===== src/sv/sphk_pkg.sv =====
// shared constants, types and the stage records for the sph cubic spline kernel
package sphk_pkg;

   localparam int FracBits  = 16;
   localparam int InWidth   = 24;
   localparam int OutWidth  = 32;
   localparam int StWidth   = 2;

   // u = (r << F) / h, at most 2*2^F after region screen, so it fits in F+2 bits
   localparam int QuoBits   = InWidth + FracBits;
   localparam int DivSteps  = QuoBits;
   localparam int ShapeBits = FracBits + 3;
   localparam int NumShift  = 3 * FracBits + 28;
   localparam int NumBits   = ShapeBits + NumShift;
   localparam int DenBits   = 3 * InWidth + 32;
   localparam int KDivSteps = NumBits;

   localparam logic [31:0] PiQ30 = 32'd3373259426;

   localparam logic [StWidth-1:0] StOk    = 2'd0;
   localparam logic [StWidth-1:0] StSat   = 2'd1;
   localparam logic [StWidth-1:0] StZeroH = 2'd2;

   typedef struct packed {
      logic                valid;
      logic                zero_h;
      logic                beyond;
      logic                inner;
   } flags_type;

   // record carried through the first divide chain
   typedef struct packed {
      flags_type            fl;
      logic [InWidth-1:0]   h;
      logic [QuoBits-1:0]   num;
      logic [InWidth:0]     rem;
      logic [QuoBits-1:0]   quo;
   } ucell_type;

   // record carried through the kernel divide chain
   typedef struct packed {
      flags_type            fl;
      logic [DenBits-1:0]   den;
      logic [NumBits-1:0]   num;
      logic [DenBits:0]     rem;
      logic [NumBits-1:0]   quo;
   } kcell_type;

endpackage


===== src/sv/sphk_ucell.sv =====
// one restoring step of u = (r << F) / h
module sphk_ucell (
   input  logic                 clock,
   input  logic                 reset,
   input  logic                 advance,
   input  sphk_pkg::ucell_type  cell_i,
   output sphk_pkg::ucell_type  cell_o
);
   sphk_pkg::ucell_type cell_ff, cell_in;
   logic [sphk_pkg::InWidth+1:0] trial;
   logic [sphk_pkg::InWidth+1:0] shifted;

   always_comb begin
      cell_in = cell_i;
      shifted = {cell_i.rem, cell_i.num[sphk_pkg::QuoBits-1]};
      trial   = shifted - {2'b00, cell_i.h};
      cell_in.num = {cell_i.num[sphk_pkg::QuoBits-2:0], 1'b0};
      if (!trial[sphk_pkg::InWidth+1]) begin
         cell_in.rem = trial[sphk_pkg::InWidth:0];
         cell_in.quo = {cell_i.quo[sphk_pkg::QuoBits-2:0], 1'b1};
      end else begin
         cell_in.rem = shifted[sphk_pkg::InWidth:0];
         cell_in.quo = {cell_i.quo[sphk_pkg::QuoBits-2:0], 1'b0};
      end
   end

   always_ff @(posedge clock) begin
      if (reset) begin
         cell_ff.fl.valid <= 1'b0;
      end else if (advance) begin
         cell_ff.fl.valid <= cell_in.fl.valid;
      end
      if (advance) begin
         cell_ff.fl.zero_h <= cell_in.fl.zero_h;
         cell_ff.fl.beyond <= cell_in.fl.beyond;
         cell_ff.fl.inner  <= cell_in.fl.inner;
         cell_ff.h   <= cell_in.h;
         cell_ff.num <= cell_in.num;
         cell_ff.rem <= cell_in.rem;
         cell_ff.quo <= cell_in.quo;
      end
   end

   assign cell_o = cell_ff;
endmodule


===== config.mk =====
export PLATFORM = sky130hd
export DESIGN_NAME = sphk_ucell
export DESIGN_NICKNAME = d
export VERILOG_FILES = /design/src/sv/sphk_pkg.sv /design/src/sv/sphk_ucell.sv
export SDC_FILE = /design/constraint.sdc
export NUM_CORES = 1
export LEC_CHECK = 0
export BUFFER_PORTS_ARGS = -buffer_cell sky130_fd_sc_hd__buf_2
export CAP_MARGIN = 40
export CORE_ASPECT_RATIO = 0.7
export CORE_MARGIN = 2
export CORE_UTILIZATION = 40
export DETAILED_ROUTE_END_ITERATION = 10
export PLACE_DENSITY = 0.71
export REMOVE_ABC_BUFFERS = 1
export SETUP_SLACK_MARGIN = 0.3
export SKIP_CTS_REPAIR_TIMING = 1
export SLEW_MARGIN = 20
export SYNTH_ARGS = -nofsm -noshare
export SYNTH_HDL_FRONTEND = slang
export SYNTH_SLANG_ARGS = --single-unit

===== constraint.sdc =====
create_clock -name clock -period 8.84 [get_ports clock]
set_clock_uncertainty 0.15 [all_clocks]
set_input_delay 0.442 -clock clock [delete_from_list [all_inputs] [get_ports clock]]
set_output_delay 0.442 -clock clock [all_outputs]
set_load 0.05 [all_outputs]

# After elaboration in Yosys (flattened, before gate mapping)
# Index checks and enable logic that the tools add are counted.
# totals
reg_bits	132
inputBits	136
out_inout_bits	133
elab_cells	10
# classes
n_addsub	1
muxes	1
# ops
operator	count
two-way mux 65 bit	1
subtractor 26 x 24 -> 26 bit	1

# Depth between registers and ports, before layout
# logic_depth
word_depth	2
ltp_mapped	11
ltp_nobuf	11

# Worst setup path before layout
# No wires, ideal clock.
# synth_path
path_kind	input-to-reg
from	input port cell_i[104] (netlist name)
to	register cell_ff (netlist bit cell_o[62]) (data pin)
setup_ns	0.260
arrival_time_ns	2.665
required_time_ns	8.430
slack_ns	5.765
stages	11
n_path_buf	0
path_cell_list	inv_1 -> ha_1 -> fa_1 -> nand2b_1 -> a21oi_1 -> a2111oi_2 -> o31a_2 -> o31ai_2 -> a311oi_1 -> xnor2_1 -> mux2_4
# synth_lines
item	line	source
from (decl)	sphk_ucell.sv:6	input sphk_pkg::ucell_type cell_i,
to (decl)	sphk_ucell.sv:9	sphk_pkg::ucell_type cell_ff, cell_in;

==> metrics.txt <==
leakage power 0.00354 uW; vias per cell 4.81; overall routing resource usage a little under a fifth; initial core utilization 41.2%; proportion of synthesized area in mux cells 6.00%; Syn Inst Count 369; endpoints failing setup 0; worst reg-to-reg setup slack between 8 and 9 ns; Sink Count 132; Max Buffers Root-to-Sink 2; outcome completed; commonest non-fill, non-tap cell in the layout buf_2; Hold Crit Class in2reg; die area 15400 um2; slowest stage delay, CP 0.72 ns; final instance area 7930 um2; maximum vdd ir drop about 130 uV; Setup TNS 0 ns; Worst setup EP type flop; number of remaining DRC errors 0; number of global-route vias before repair 4127; main combinational cell family by area after synthesis compound AO/OA/AOI/OAI gates; DP HPWL 11200 um; Tmin final 3.25 ns; Port Buffer Count about 270; Worst-Margin Slew 0.865 ns; worst setup path class in2reg; crit-path max FO 25; number of synthesized flops with an enable pin 131; worst skew pair latency 0.42 ns; io pins 269; Fin Hold WS 0.0293 ns; final net count 810; Pins Over Slew Limit 0; XOR/XNOR Fraction of Synth Area 3.19%; area delta synth->final 37.5%; unrepaired setup endpoints after global routing no; Avg Inst Size Synth 15.6 um2; Max Fclk 307 MHz; clock-pin slew on the worst setup and hold paths ~0.06 ns; Synth cell types 53; prevailing post-synth register cell edfxtp_1; worst reg2reg path depth 2; largest net degree at the start of global routing 68; final period utilization 36.8%; most used cell, CP nor2_1; WHS Path Cells 2; Die Height 105 um; fillers 1181; Chip Width between 100 and 150 um; first-pass GRT wire length 22200 um; max reg flops 132; Pre-antenna DRT Iters 4; total CTS buffers 17; Detailed Route WL 14900 um; Worst path slowest cell a211oi_1; CTS root buffer clkbuf_16; maxcap violations 0; worst path cell trace buf_2 -> inv_1 -> ha_1 -> a21o_1 -> nor2_1 -> nor2_1 -> a211oi_1 -> a21oi_1 -> nand3b_4 -> mux2_4; Mapped Area 5770 um2; Ys Warns 0; core area 14000 um2; # rows 36; First DRT Iteration DRCs 252; via count 4103; power per cell area around 240 nW/um2; Simple-Gate Fraction of Synth Area 5.46%; global route overflow 0; sequential area share after synthesis roughly 69%; critical path startpoint category input port; H-tree depth 4; Routed WL per cell 17.5 um; Arr. time, crit path 3.27 ns; CTS tree built; Detail Route Antenna Nets 0; Req. time, crit path 8.85 ns; layout cell share with drive strength beyond 1 roughly half; most frequent cells in the layout 265 x buf_2, 131 x edfxtp_1, 30 x inv_1, 24 x ha_1, 19 x nand2_1; dpl cell area 7310 um2; Hold Violations, Final 0; Yosys reg bits roughly 130; Synth Area in Adders 5.55%; antenna violations before repair 2; post-synthesis compound-gate area fraction 8.45%; RD Place Congestion 0.808; Slew headroom 42.0%; Post-synth ARST share 0%
final timing paths:
kind	start	end
hold / removal	reset	cell_o[132]
setup / recovery	cell_i[123]	cell_o[53]
setup reg to reg	cell_o[132]	cell_o[132]
hold reg to reg	cell_o[132]	cell_o[132]
worst max-delay path: cells and delay by family:
family	cells	cell delay, ns
simple gates	3	0.74
fa+ha+maj	1	0.37
compound gates	3	1.13
buf+inv	2	0.13
mux	1	0.45
cell usage after synthesis (all sizes together), types with 2 or more instances:
library cell / count / area [um2]
mux2i: 5 / 50.1
mux2: 21 / 297
xnor2: 13 / 114
nand4: 4 / 25.0
o41ai: 2 / 17.5
a211oi: 4 / 30.0
xor2: 8 / 70.1
nor3: 3 / 15.0
nor2b: 3 / 18.8
a21o: 8 / 60.1
buf: 5 / 40.0
nand2b: 3 / 18.8
o21a: 5 / 37.5
inv: 30 / 113
clkbuf: 2 / 7.51
nand3: 4 / 20.0
o21ai: 8 / 40.0
nor2: 18 / 67.6
nand2: 19 / 71.3
edfxtp: 131 / 3930
a311oi: 2 / 23.8
a2111oi: 2 / 23.8
a21oi: 19 / 103
and3: 2 / 12.5
o211ai: 3 / 36.3
a31oi: 4 / 40.0
ha: 24 / 300
power by group:
group / internal, uW / total [uW] / switching, uW
Sequential: 757 / 771 / 13.7
Clock: 424 / 709 / 285
Combinational: 131 / 457 / 325
per-stage QoR:
| stage | power [uW] | util [%] | worst slack [ns] | instances |
|---|---|---|---|---|
| detailed placement | 1240 | 52.2 | 5.26 | 819 |
| CTS | 1960 | 56.4 | 5.69 | 851 |
| global placement | 1230 | 52.2 | 5.34 | 819 |
| floorplan | 1110 | - | 5.77 | 362 |
| finish | 1940 | 56.6 | 5.59 | 853 |
| global route | 2010 | 56.6 | 5.43 | 852 |
area by class of cell:
cell class,instances,area (um2),area share [%]
Tap cell,190,238,3.00
Inverter,30,113,1.42
Multi-Input combinational cell,200,1660,20.9
Timing Repair Buffer,268,1370,17.3
Clock inverter,14,168,2.11
Antenna cell,1,2.50,0.0315
Clock buffer,18,429,5.41
Sequential cell,132,3950,49.8
per-layer routing:
layer | share of wire, % | track usage, % | up-vias | wire [um]
li1 | - | - | 1963 | -
met1 | 41 | 22.7 | 1962 | 6140
met3 | 8.2 | 6.27 | 12 | 1230
met5 | 0.087 | 0 | - | 13
met4 | 0.97 | 6.46 | 2 | 145
met2 | 49 | 32.3 | 164 | 7380
kinds of logic (layout without fill, tap and decap cells):
group           count (synthesis)  in the layout
xor+xnor                       21             21
mux                            26             26
other cells                     1              2
fa+ha+maj                      25             25
simple gates                   62             62
buf+inv                        37            330
flops                         132            132
compound gates                 65             65
(Power assumes the default switching activity.)
