## config.mk

```make
export PLATFORM = sky130hd
export DESIGN_NAME = sphk_kcell
export DESIGN_NICKNAME = d
export VERILOG_FILES = /design/src/sv/sphk_pkg.sv /design/src/sv/sphk_kcell.sv
export SDC_FILE = /design/constraint.sdc
export NUM_CORES = 1
export LEC_CHECK = 0
export ABC_CLOCK_PERIOD_IN_PS = 5550
export BUFFER_PORTS_ARGS = -buffer_cell sky130_fd_sc_hd__buf_2
export CORE_AREA = 2 2 315 317
export DETAILED_ROUTE_END_ITERATION = 12
export DIE_AREA = 0 0 317 319
export PLACE_DENSITY = 0.39
export SYNTH_ARGS = -nofsm -noshare
export SYNTH_HDL_FRONTEND = slang
export SYNTH_SLANG_ARGS = --single-unit
```

## constraint.sdc

```tcl
create_clock -name clock -period 5.55 [get_ports clock]
set_input_delay 1.11 -clock clock [delete_from_list [all_inputs] [get_ports clock]]
set_output_delay 1.11 -clock clock [all_outputs]
set_load 0.005 [all_outputs]
```

## src/sv/sphk_pkg.sv

```systemverilog
// shared constants, types and the stage records for the sph cubic spline kernel
package sphk_pkg;

   localparam int FracBits  = 16;
   localparam int InWidth   = 24;
   localparam int OutWidth  = 32;
   localparam int StWidth   = 2;

   // u = (r << F) / h, at most 2*2^F after region screen, so it fits in F+2 bits
   localparam int QuoBits   = InWidth + FracBits;
   localparam int DivSteps  = QuoBits;
   localparam int ShapeBits = FracBits + 3;
   localparam int NumShift  = 3 * FracBits + 28;
   localparam int NumBits   = ShapeBits + NumShift;
   localparam int DenBits   = 3 * InWidth + 32;
   localparam int KDivSteps = NumBits;

   localparam logic [31:0] PiQ30 = 32'd3373259426;

   localparam logic [StWidth-1:0] StOk    = 2'd0;
   localparam logic [StWidth-1:0] StSat   = 2'd1;
   localparam logic [StWidth-1:0] StZeroH = 2'd2;

   typedef struct packed {
      logic                valid;
      logic                zero_h;
      logic                beyond;
      logic                inner;
   } flags_type;

   // record carried through the first divide chain
   typedef struct packed {
      flags_type            fl;
      logic [InWidth-1:0]   h;
      logic [QuoBits-1:0]   num;
      logic [InWidth:0]     rem;
      logic [QuoBits-1:0]   quo;
   } ucell_type;

   // record carried through the kernel divide chain
   typedef struct packed {
      flags_type            fl;
      logic [DenBits-1:0]   den;
      logic [NumBits-1:0]   num;
      logic [DenBits:0]     rem;
      logic [NumBits-1:0]   quo;
   } kcell_type;

endpackage

```

## src/sv/sphk_kcell.sv

```systemverilog
// one restoring step of the final kernel divide
module sphk_kcell (
   input  logic                 clock,
   input  logic                 reset,
   input  logic                 advance,
   input  sphk_pkg::kcell_type  cell_i,
   output sphk_pkg::kcell_type  cell_o
);
   sphk_pkg::kcell_type cell_ff, cell_in;
   logic [sphk_pkg::DenBits+1:0] trial;
   logic [sphk_pkg::DenBits+1:0] shifted;

   always_comb begin
      cell_in = cell_i;
      shifted = {cell_i.rem, cell_i.num[sphk_pkg::NumBits-1]};
      trial   = shifted - {2'b00, cell_i.den};
      cell_in.num = {cell_i.num[sphk_pkg::NumBits-2:0], 1'b0};
      if (!trial[sphk_pkg::DenBits+1]) begin
         cell_in.rem = trial[sphk_pkg::DenBits:0];
         cell_in.quo = {cell_i.quo[sphk_pkg::NumBits-2:0], 1'b1};
      end else begin
         cell_in.rem = shifted[sphk_pkg::DenBits:0];
         cell_in.quo = {cell_i.quo[sphk_pkg::NumBits-2:0], 1'b0};
      end
   end

   always_ff @(posedge clock) begin
      if (reset) begin
         cell_ff.fl.valid <= 1'b0;
      end else if (advance) begin
         cell_ff.fl.valid <= cell_in.fl.valid;
      end
      if (advance) begin
         cell_ff.fl.zero_h <= cell_in.fl.zero_h;
         cell_ff.fl.beyond <= cell_in.fl.beyond;
         cell_ff.fl.inner  <= cell_in.fl.inner;
         cell_ff.den <= cell_in.den;
         cell_ff.num <= cell_in.num;
         cell_ff.rem <= cell_in.rem;
         cell_ff.quo <= cell_in.quo;
      end
   end

   assign cell_o = cell_ff;
endmodule

```

# Word level (Yosys, flattened, before mapping)
# Cells that the tools add are included.
# W data, S select, Z words.
[totals]
reg_bits = 402
inputBits = 406
out_inout_bits = 403
wordCells = 10
[classes]
n_addsub = 1
muxes = 1
[ops]
columns = ["operator", "count"]
rows = [
  ["$mux W200", 1],
  ["$sub A106 B104 Y106", 1],
]

# Longest topological paths before layout
# Gate-level depths: netlist of the first run.
[depth]
word_depth = 2
mapped_depth = 18
depth_no_buf = 15

# Worst setup path after synthesis of the first run
# No wires, ideal clock.
[synth_path]
kind = "input-to-reg"
startpoint = "in cell_i[294] (netlist name)"
endpoint = "reg cell_ff (netlist bit cell_o[187]) (data pin)"
setup_time_ps = 254
arrival_time_ps = 3862
path_slack_ps = 1434
cell_stages = 15
path_buffers = 0
path_cell_list = "inv_1 ha_1 fa_1 nor2b_1 o31ai_1 a21oi_2 nand3_1 o211a_1 o31a_1 o22a_1 a31oi_4 a41o_1 nand3_1 o2111a_1 a21o_1"
[synth_rtl]
columns = ["item", "line_no", "rtl"]
rows = [
  ["start, declared", "sphk_kcell.sv:6", "input sphk_pkg::kcell_type cell_i,"],
  ["end, declared", "sphk_kcell.sv:9", "sphk_pkg::kcell_type cell_ff, cell_in;"],
]

==> results by group, run 1 <==
Run status
  • Status: finished clean

Floorplan
  • I/O pin cnt: around 810
  • Die Ht: between 300 and 400 um
  • Row Count: around 120
  • Starting Density: 0.209
  • Die area: 101,000 um2
  • Die W: 317 um
  • Core footprint: ~98,000 um2

CTS
  • CTS Root Cell: clkbuf_16
  • Post-CTS Setup Bufs: 0
  • CTS buffer count: 50
  • Post-CTS Hold Buffers: 0
  • CTS Sinks: between 400 and 500
  • CTS H-Tree Depth: 2
  • Clock Path Buffers: 3
  • TritonCTS clock tree: yes
  • PostCTS Resize Cnt: 0
  • Clk slew on worst S/H paths: around 60 ps
  • Skew-Pair Late Insertion Delay: 620 ps

Run
  • Max_cap viols: 0

Synthesis
  • Synth area leader: edfxtp_1
  • Top post-synthesis cells by count: edfxtp_1, nand2_1, a21oi_1
  • Most common cell in the netlist: edfxtp_1
  • Syn Area/Cell: 11.5 um2
  • Main combinational cell family by area after synthesis: compound AO/OA/AOI/OAI gates
  • Synthesized area: about 20,000 um2
  • Synth Net Count: between 2,000 and 2,500
  • Synth warn: 0
  • Post-synth cell types: 80
  • Number of flops mapped to enable cells by yosys: around 400
  • Dominant synthesized flop cell: edfxtp_1
  • Simple-Gate Fraction of Synth Area: 0.106
  • Adder-cell share of the synthesized area: 0.0647
  • Post-synthesis cell count: about 1,800
  • Async set-or-reset flop fraction in the synthesized netlist: 0
  • Seq/Total Area, Yosys: 0.590
  • Synth top area share: 0.589
  • Synth Register Bits: 402
  • Area contributors post-synth: edfxtp_1, ha_1, nand2_1
  • Compound-Gate Fraction of Synth Area: 0.151
  • XOR/XNOR share of the synthesized area: 0.0420
  • Mux contribution to synthesized area: 0.00484

Worst setup path
  • Critical setup path kind: in2reg
  • Reg2Reg Setup Slack: 4970 ps
  • Worst EP required: between 5000 and 6000 ps
  • Worst Path Max Fanout: 4
  • Crit-path max cell delay: ~440 ps
  • Sequence of cells on the critical path: buf_2 > inv_1 > ha_1 > fa_1 > nor2b_1 > o31ai_1 > a21oi_2 > nand3_1 > o211a_1 > o31a_1 > o22a_1 > a31oi_4 > a31oi_1 > o21bai_1 > xnor2_1 > o21ai_1
  • Max stage delay cell, worst path: o31a_1
  • Worst endpoint data arrival time: 4900 ps
  • Path depth of the worst reg2reg path: 2
  • CP endpoint kind: flop
  • R2r endpoint: cell_o[402]$_SDFFE_PP0P_
  • Startpoint types: primary input
  • Reg2reg start: cell_o[402]$_SDFFE_PP0P_

Min path
  • Hold path cells: 2
  • Hold Path Class: reg2reg
  • Hold Path Origin: cell_o[402]$_SDFFE_PP0P_
  • Hold Path End: cell_o[402]$_SDFFE_PP0P_

GRT
  • Pin count of the biggest net entering global routing: 94
  • Antenna violations before repair: 46
  • Number of global-route vias before repair: ~18,000
  • Total gr overflow: 0
  • First-pass GRT wire length: about 130 mm
  • Total GRT Usage: 0.176

STA
  • Period minus WS final: 4530 ps
  • Final setup violating endpoints: 0
  • Fmax achieved: 221 MHz
  • Final hold vios: 0
  • Final Skew: 0 ps
  • RSZ-0062 raised after global routing: false
  • Worst-Margin Slew: 772 ps
  • Slew HR: 0.485
  • Slew Limit Fails: 0
  • Post-route setup TNS: 0 ps
  • Final period utilization: 0.817

Cells and area
  • Final Util: 0.283
  • Area of the multi-input gates: ~7500 um2
  • Max reg flops: around 400
  • Share of layout cells above drive strength 1: 0.360
  • Fill cell count: 10,405
  • Final nets: slightly above 3,000
  • Register area: 12,100 um2
  • Area delta synth->final: 35.2%

Pwr
  • Maximum vdd drop: 0.198 mV
  • Power per Cell Area: 327 nW/um2
  • Leakage power: approximately 12 nW

Detailed routing
  • Routed length per instance: 23.7 um
  • Post-DRT Antenna Nets: 0
  • Iter 0 DRT Violations: around 970
  • Residual DRC: 0
  • 1st-pass router iterations: 5
  • Routed vias/inst: between 4 and 5
  • Total number of vias: roughly 17,000
  • Drt total wl: around 93 mm

Placed design
  • PortBufs: between 800 and 900
  • GPL Wtd Cong: 0.844
  • HPWL after detailed placement: 77.7 mm
==> per-layer routing <==
metal	global-route usage	vias up	part of all wire
li1	-	8170	-
met1	0.175	8191	0.35
met2	0.318	627	0.51
met3	0.0746	175	0.098
met4	0.0712	54	0.040
met5	0.000967	-	0.0039
==> how the worst max path moves through the flow <==
stage	start	to	slack (ps)	depth (start not counted)
global route	cell_i[294]	cell_o[185]$_DFFE_PP_	860	16
global placement	cell_i[294]	cell_o[191]$_DFFE_PP_	390	16
floorplan	cell_i[294]	cell_o[187]$_DFFE_PP_	1430	15
CTS	cell_i[294]	cell_o[191]$_DFFE_PP_	1070	16
finish	cell_i[294]	cell_o[191]$_DFFE_PP_	1020	16
detailed placement	cell_i[294]	cell_o[191]$_DFFE_PP_	400	16
==> worst max-delay path, delay by kind of cell <==
kind,cells,cell delay (ps)
compound gates,9,2540
xor+xnor,1,170
fa+ha+maj,2,640
buf+inv,2,130
simple gates,2,310
==> cell families after synthesis <==
group | count (synthesis)
AOI/OAI and AO/OA | 494
and+or+nand+nor | 471
DFF | 402
buffers and inverters | 202
adders and majority gates | 105
xor gates and xnor gates | 98
muxes | 9
other | 1
==> metrics by stage <==
stage	std cells	power [mW]	setup WS, ps	hold slack, ps	instance area, um2
3_5_place_dp	3820	5.77	396	485	25900
3_3_place_gp	3820	5.77	388	478	25900
5_1_grt	3917	9.48	860	537	27600
4_1_cts	3912	9.21	1070	501	27600
2_1_floorplan	1782	4.76	1430	485	20400
6_report	3928	9.02	1020	495	27600
==> report_power, final <==
group | leakage (nW) | switching (mW) | internal (mW) | total, mW
registers | 3.93 | 0.0802 | 3.71 | 3.79
clock network | 0.800 | 1.41 | 1.95 | 3.36
logic | 7.04 | 1.15 | 0.718 | 1.87
==> layout by cell type, fill, tap and decap left out, types with 10 or more instances in the layout <==
| master | netlist | layout |
|---|---|---|
| nor2_1 | 87 | 87 |
| nand3_1 | 24 | 24 |
| xnor2_1 | 55 | 55 |
| nand2_1 | 216 | 216 |
| nor2b_1 | 18 | 18 |
| edfxtp_1 | 401 | 401 |
| o21ai_0 | 75 | 75 |
| xor2_1 | 43 | 43 |
| o21bai_1 | 24 | 24 |
| a21o_1 | 39 | 39 |
| nand2b_1 | 15 | 15 |
| o21ai_1 | 100 | 100 |
| inv_1 | 128 | 128 |
| clkbuf_16 | 0 | 50 |
| diode_2 | 0 | 16 |
| clkinv_1 | 0 | 10 |
| buf_4 | 11 | 13 |
| o21a_1 | 19 | 19 |
| nor3_1 | 23 | 23 |
| a31oi_1 | 12 | 12 |
| buf_2 | 11 | 805 |
| a21oi_1 | 144 | 144 |
| nand4_1 | 44 | 44 |
| ha_1 | 104 | 104 |
==> cell type report <==
cell class,instances,share of cell area
flip-flops and latches,402,0.437
multi-input cells,1178,0.273
repair buffers,824,0.154
well taps,1287,0.0583
clock buffers,57,0.0462
inverters,129,0.0175
clock inverters,35,0.0137
diodes,16,0.00145
Note: power is estimated with default switching activity, not from simulation.
==> run 2, diff against run 1 <==
- ABC_CLOCK_PERIOD_IN_PS: 5550 -> 3700
- PLACE_DENSITY: 0.39 -> 0.4
- clock period: 5.55 -> 3.7 ns (I/O delays scaled with it)
==> results by group, run 2 (same netlist as run 1, synthesis figures left out) <==
Run status
  • Status: finished clean

Placed design
  • PortBufs: between 800 and 900
  • HPWL after detailed placement: between 80 and 90 mm
  • Pre-CTS setup slack: -773 ps
  • GPL Wtd Cong: approximately 0.86

Pwr
  • Power per Cell Area: between 400 and 500 nW/um2
  • Leakage power: around 14 nW
  • Maximum vdd drop: 0.330 mV

STA
  • Post-route setup TNS: 0 ps
  • Final setup margin: 148 ps
  • Final hold vios: 0
  • WHS: roughly 280 ps
  • Fmax achieved: roughly 280 MHz
  • Final period utilization: 0.960
  • Slew Limit Fails: 0
  • Final Skew: 0 ps
  • RSZ-0062 raised after global routing: false
  • Period minus WS final: between 3000 and 4000 ps
  • Worst-Margin Slew: approximately 580 ps
  • Slew HR: 0.609
  • Final setup violating endpoints: 0

Min path
  • Hold Path Class: in2reg

Detailed routing
  • Iter 0 DRT Violations: 880
  • Routed vias/inst: around 4.3
  • Total number of vias: 18,895
  • Drt total wl: ~97 mm
  • Residual DRC: 0
  • Routed length per instance: 22.1 um
  • Post-DRT Antenna Nets: 0
  • 1st-pass router iterations: 5

Cells and area
  • Share of layout cells above drive strength 1: 0.465
  • Final nets: around 3,500
  • Commonest non-fill, non-tap cells in the layout: buf_2, buf_4, edfxtp_1, nand2_1, a21oi_1
  • Final Util: 0.322
  • Area delta synth->final: 53.7%
  • Commonest non-fill, non-tap cell in the layout: buf_2
  • Max reg flops: roughly 400

Floorplan
  • I/O pin cnt: just over 800
  • Die area: approximately 100,000 um2
  • Starting Density: 0.209
  • Die Ht: 319 um
  • Row Count: approximately 120
  • Die W: 317 um
  • Core footprint: 97,700 um2

CTS
  • TritonCTS clock tree: yes
  • CTS Sinks: about 400
  • CTS buffer count: 50
  • Skew-Pair Late Insertion Delay: ~610 ps
  • CTS Root Cell: clkbuf_16
  • Post-CTS Hold Buffers: 0
  • Clock Path Buffers: 3
  • CTS H-Tree Depth: 2
  • Clk slew on worst S/H paths: around 60 ps

Run
  • Max_cap viols: 0

GRT
  • Number of global-route vias before repair: approximately 20,000
  • Total GRT Usage: 0.183
  • First-pass GRT wire length: 134 mm
  • Pin count of the biggest net entering global routing: 70
  • Antenna violations before repair: between 50 and 60
  • Total gr overflow: 0

Worst setup path
  • Worst endpoint data arrival time: 3920 ps
  • Crit-path max cell delay: around 400 ps
  • Startpoint types: primary input
  • Worst EP required: 4070 ps
  • Sequence of cells on the critical path: buf_2 > inv_1 > ha_2 > fa_2 > nor2b_4 > o31ai_4 > a21oi_4 > nand3_2 > o211a_4 > o31a_1 > o22a_2 > a31oi_4 > buf_4 > nand2_1 > nor3_4 > nor4_4 > xor2_1
  • Critical setup path kind: in2reg
  • Worst Path Max Fanout: 4
  • Max stage delay cell, worst path: fa_2
  • CP endpoint kind: flop
  • Reg2Reg Setup Slack: roughly 3100 ps
[run 2: stage by stage]
| step | instances | instance area, um2 | power [mW] |
|---|---|---|---|
| 2_1_floorplan | 1782 | 20400 | 7.15 |
| 3_3_place_gp | 4256 | 29300 | 9.30 |
| 3_5_place_dp | 4256 | 29300 | 9.29 |
| 4_1_cts | 4349 | 31000 | 14.6 |
| 5_1_grt | 4361 | 31400 | 15.1 |
| 6_report | 4369 | 31400 | 14.4 |
[run 2: cell type report]
class                      instances  area, um2
clock buffer                      61       1290
sequential                       402      12100
inverter                         129        484
timing repair buffer            1267       7740
multi-input combinational       1178       7790
clock inverter                    31        400
antenna                           14       35.0
tap                             1287       1610
fill                           10288      66300
[run 2: worst paths after layout]
| check | start | endpoint | cells after the start |
|---|---|---|---|
| worst max-delay path | cell_i[294] | cell_o[199]$_DFFE_PP_ | 17 |
| worst min-delay path | reset | cell_o[402]$_SDFFE_PP0P_ | 2 |
| worst max register to register | cell_o[402]$_SDFFE_PP0P_ | cell_o[402]$_SDFFE_PP0P_ | 2 |
| worst min register to register | cell_o[402]$_SDFFE_PP0P_ | cell_o[402]$_SDFFE_PP0P_ | 2 |
[run 2: timing repair]
action,CTS,global route
pin swaps,2,15
endpoints found under the hold margin,0,0
gates resized for setup,3,47
setup buffers,1,3
gates cloned,0,3
endpoints found under the setup margin,19,104
[run 2: power breakdown]
group	leakage [nW]	total, mW	internal, mW	switching [mW]
sequential	3.93	5.73	5.57	0.154
clock	0.814	5.15	3.06	2.09
combinational	9.30	3.51	1.63	1.89
total	14.0	14.4	10.3	4.13
[run 2: worst max-delay path, delay by kind of cell]
| kind | cells | cell delay (ps) |
|---|---|---|
| and+or+nand+nor | 5 | 700 |
| xor gates and xnor gates | 1 | 140 |
| adders and majority gates | 2 | 600 |
| AOI/OAI and AO/OA | 6 | 1430 |
| buffers and inverters | 3 | 300 |
[run 2: metal layers]
metal	GRT usage	part of all wire	up-vias
met4	0.0605	0.036	48
met2	0.337	0.52	629
met5	0	0.0031	-
met1	0.193	0.37	8988
met3	0.0576	0.075	183
li1	-	-	9047
==> run 3, diff against run 2 <==
- CTS_BUF_LIST: unset -> sky130_fd_sc_hd__clkbuf_4
- REMOVE_ABC_BUFFERS: unset -> 1
==> results by group, run 3 (same netlist as run 1, synthesis figures left out) <==
Run status
  • Status: finished clean

Pwr
  • Maximum vdd drop: 0.222 mV
  • Reg power frac: 0.411
  • Pint: 9.60 mW
  • Switching power: roughly 4.3 mW
  • Clk pwr share: 0.311
  • Power per Cell Area: roughly 400 nW/um2
  • Combinational cell fraction of total power: 0.277
  • Leakage power: 15.7 nW
  • Sw frac: 0.309
  • Pwr Total: 13.9 mW

Min path
  • Hold Path Class: in2reg

Run
  • Max_cap viols: 0

GRT
  • First-pass GRT wire length: about 140 mm
  • Pin count of the biggest net entering global routing: 82
  • Antenna violations before repair: 27
  • Total GRT Usage: 0.186
  • Number of global-route vias before repair: 22,116
  • Total gr overflow: 0

Worst setup path
  • Crit-path max cell delay: ~590 ps
  • Worst endpoint data arrival time: roughly 4400 ps
  • Critical setup path kind: in2reg
  • Largest delay share family, worst path: compound AO/OA/AOI/OAI gates
  • Sequence of cells on the critical path: dlygate4sd3_1 > buf_2 > ha_1 > a21oi_2 > o21ai_2 > a21oi_2 > o21ai_1 > a22oi_1 > o211ai_1 > a221oi_2 > a21oi_4 > or3_4 > nand3_4 > inv_4 > buf_12 > mux2_2
  • CP bufs+invs: 4
  • CP endpoint kind: flop
  • Critical Path Most Common Cell: a21oi_2
  • Startpoint types: primary input
  • Worst Path Max Fanout: 7
  • Worst EP required: approximately 4400 ps
  • Max stage delay cell, worst path: dlygate4sd3_1

STA
  • Final setup violating endpoints: 0
  • Slew HR: 0.421
  • Fmax achieved: between 200 and 300 MHz
  • Final Skew: 0 ps
  • Post-route setup TNS: 0 ps
  • Slew Limit Fails: 0
  • Final setup margin: ~33 ps
  • Worst-Margin Slew: just under 900 ps
  • Period minus WS final: around 3700 ps
  • Final period utilization: 0.991
  • Final hold vios: 0

Cells and area
  • Final nets: 3,989
  • Fill cell count: approximately 10,000
  • Share of layout cells above drive strength 1: 0.440
  • Final Util: 0.358
  • Commonest non-fill, non-tap cell in the layout: buf_2
  • Max reg flops: about 400
  • Final cell count without fillers: roughly 5,000
  • Area delta synth->final: 71.3%
  • Commonest non-fill, non-tap cells in the layout: buf_2, buf_4, edfxtp_1, dlygate4sd3_1, nand2_1

Floorplan
  • Row Count: 115
  • Die W: 317 um
  • I/O pin cnt: 809
  • Die Ht: roughly 320 um
  • Die area: around 100,000 um2
  • Core footprint: roughly 100,000 um2
  • Starting Density: 0.209

CTS
  • TritonCTS clock tree: yes
  • CTS Root Cell: clkbuf_4
  • Skew-Pair Late Insertion Delay: about 950 ps
  • CTS Sinks: between 400 and 500
  • CTS H-Tree Depth: 3
  • CTS buffer count: 115
  • Clk slew on worst S/H paths: approximately 60 ps
  • Clock Path Buffers: 3

Placed design
  • Pre-CTS setup slack: -833 ps
  • GPL Wtd Cong: about 0.9
  • PortBufs: roughly 810
  • Cells after DPL: 4,283
  • HPWL after detailed placement: 79.1 mm

Detailed routing
  • Total number of vias: between 20,000 and 25,000
  • Routed vias/inst: approximately 4.2
  • Drt total wl: 97.9 mm
  • Iter 0 DRT Violations: about 1,000
  • Residual DRC: 0
  • Post-DRT Antenna Nets: 0
  • 1st-pass router iterations: 5
  • Routed length per instance: about 20 um
-- run 3: cell count changes in the layout (fill, tap and decap cells not counted), moves of 11 or more --
cell	previous run	this run
buf_4	444	468
clkinv_1	4	23
clkbuf_1	11	0
clkbuf_4	0	157
clkbuf_16	53	1
dlygate4sd3_1	0	361
-- run 3: per-stage QoR --
stage,hold slack [ps],cell area [um2]
after floorplan,485,20100
after global placement,480,29500
after detailed placement,502,29500
after CTS,2.17,34600
after global routing,25.1,35000
final,140,35000
-- run 3: worst min-delay path, stage by stage --
cell and delay (ps):
buf_2 100, nand2_1 50, o31ai_1 70
-- run 3: area by class of cell --
class                      count  area (um2)  area share
sequential                   402       12100       0.344
timing repair buffer        1652       11500       0.328
multi-input combinational   1178        7860       0.225
tap                         1287        1610      0.0460
clock buffer                 157        1180      0.0337
inverter                     129         487      0.0139
clock inverter                46         302     0.00861
antenna                        9        22.5    0.000643
-- run 3: power by group through the flow --
stage               Clock (mW)  Combinational [mW]  Sequential, mW
global placement             0                3.49            5.81
floorplan                    0                1.27            5.85
global route              4.78                4.22            5.75
detailed placement           0                3.49            5.81
CTS                       4.55                3.83            5.72
finish                    4.33                3.85            5.71
-- run 3: worst paths after layout --
path / start / endpoint / slack, ps / cells past startpoint
worst max-delay path: cell_i[154] / cell_o[155]$_DFFE_PP_ / 30 / 16
worst min-delay path: cell_i[102] / cell_o[103]$_DFFE_PP_ / 140 / 3
worst max register to register: cell_o[402]$_SDFFE_PP0P_ / cell_o[402]$_SDFFE_PP0P_ / 2550 / 3
worst min register to register: cell_o[402]$_SDFFE_PP0P_ / cell_o[402]$_SDFFE_PP0P_ / 1060 / 3
-- run 3: repair_timing --
item / 4_1_cts / 5_1_grt
hold endpoints to repair: 360 / 0
hold buffers: 361 / 0
gates resized for setup: 0 / 70
setup endpoints to repair: 0 / 96
setup buffers: 0 / 3
-- run 3: metal layers --
metal	wire length, um	part of all wire	GRT usage
met1	39700	0.41	0.218
met2	48200	0.49	0.325
met3	7180	0.073	0.0538
met4	2800	0.029	0.0615
met5	91	0.00093	0
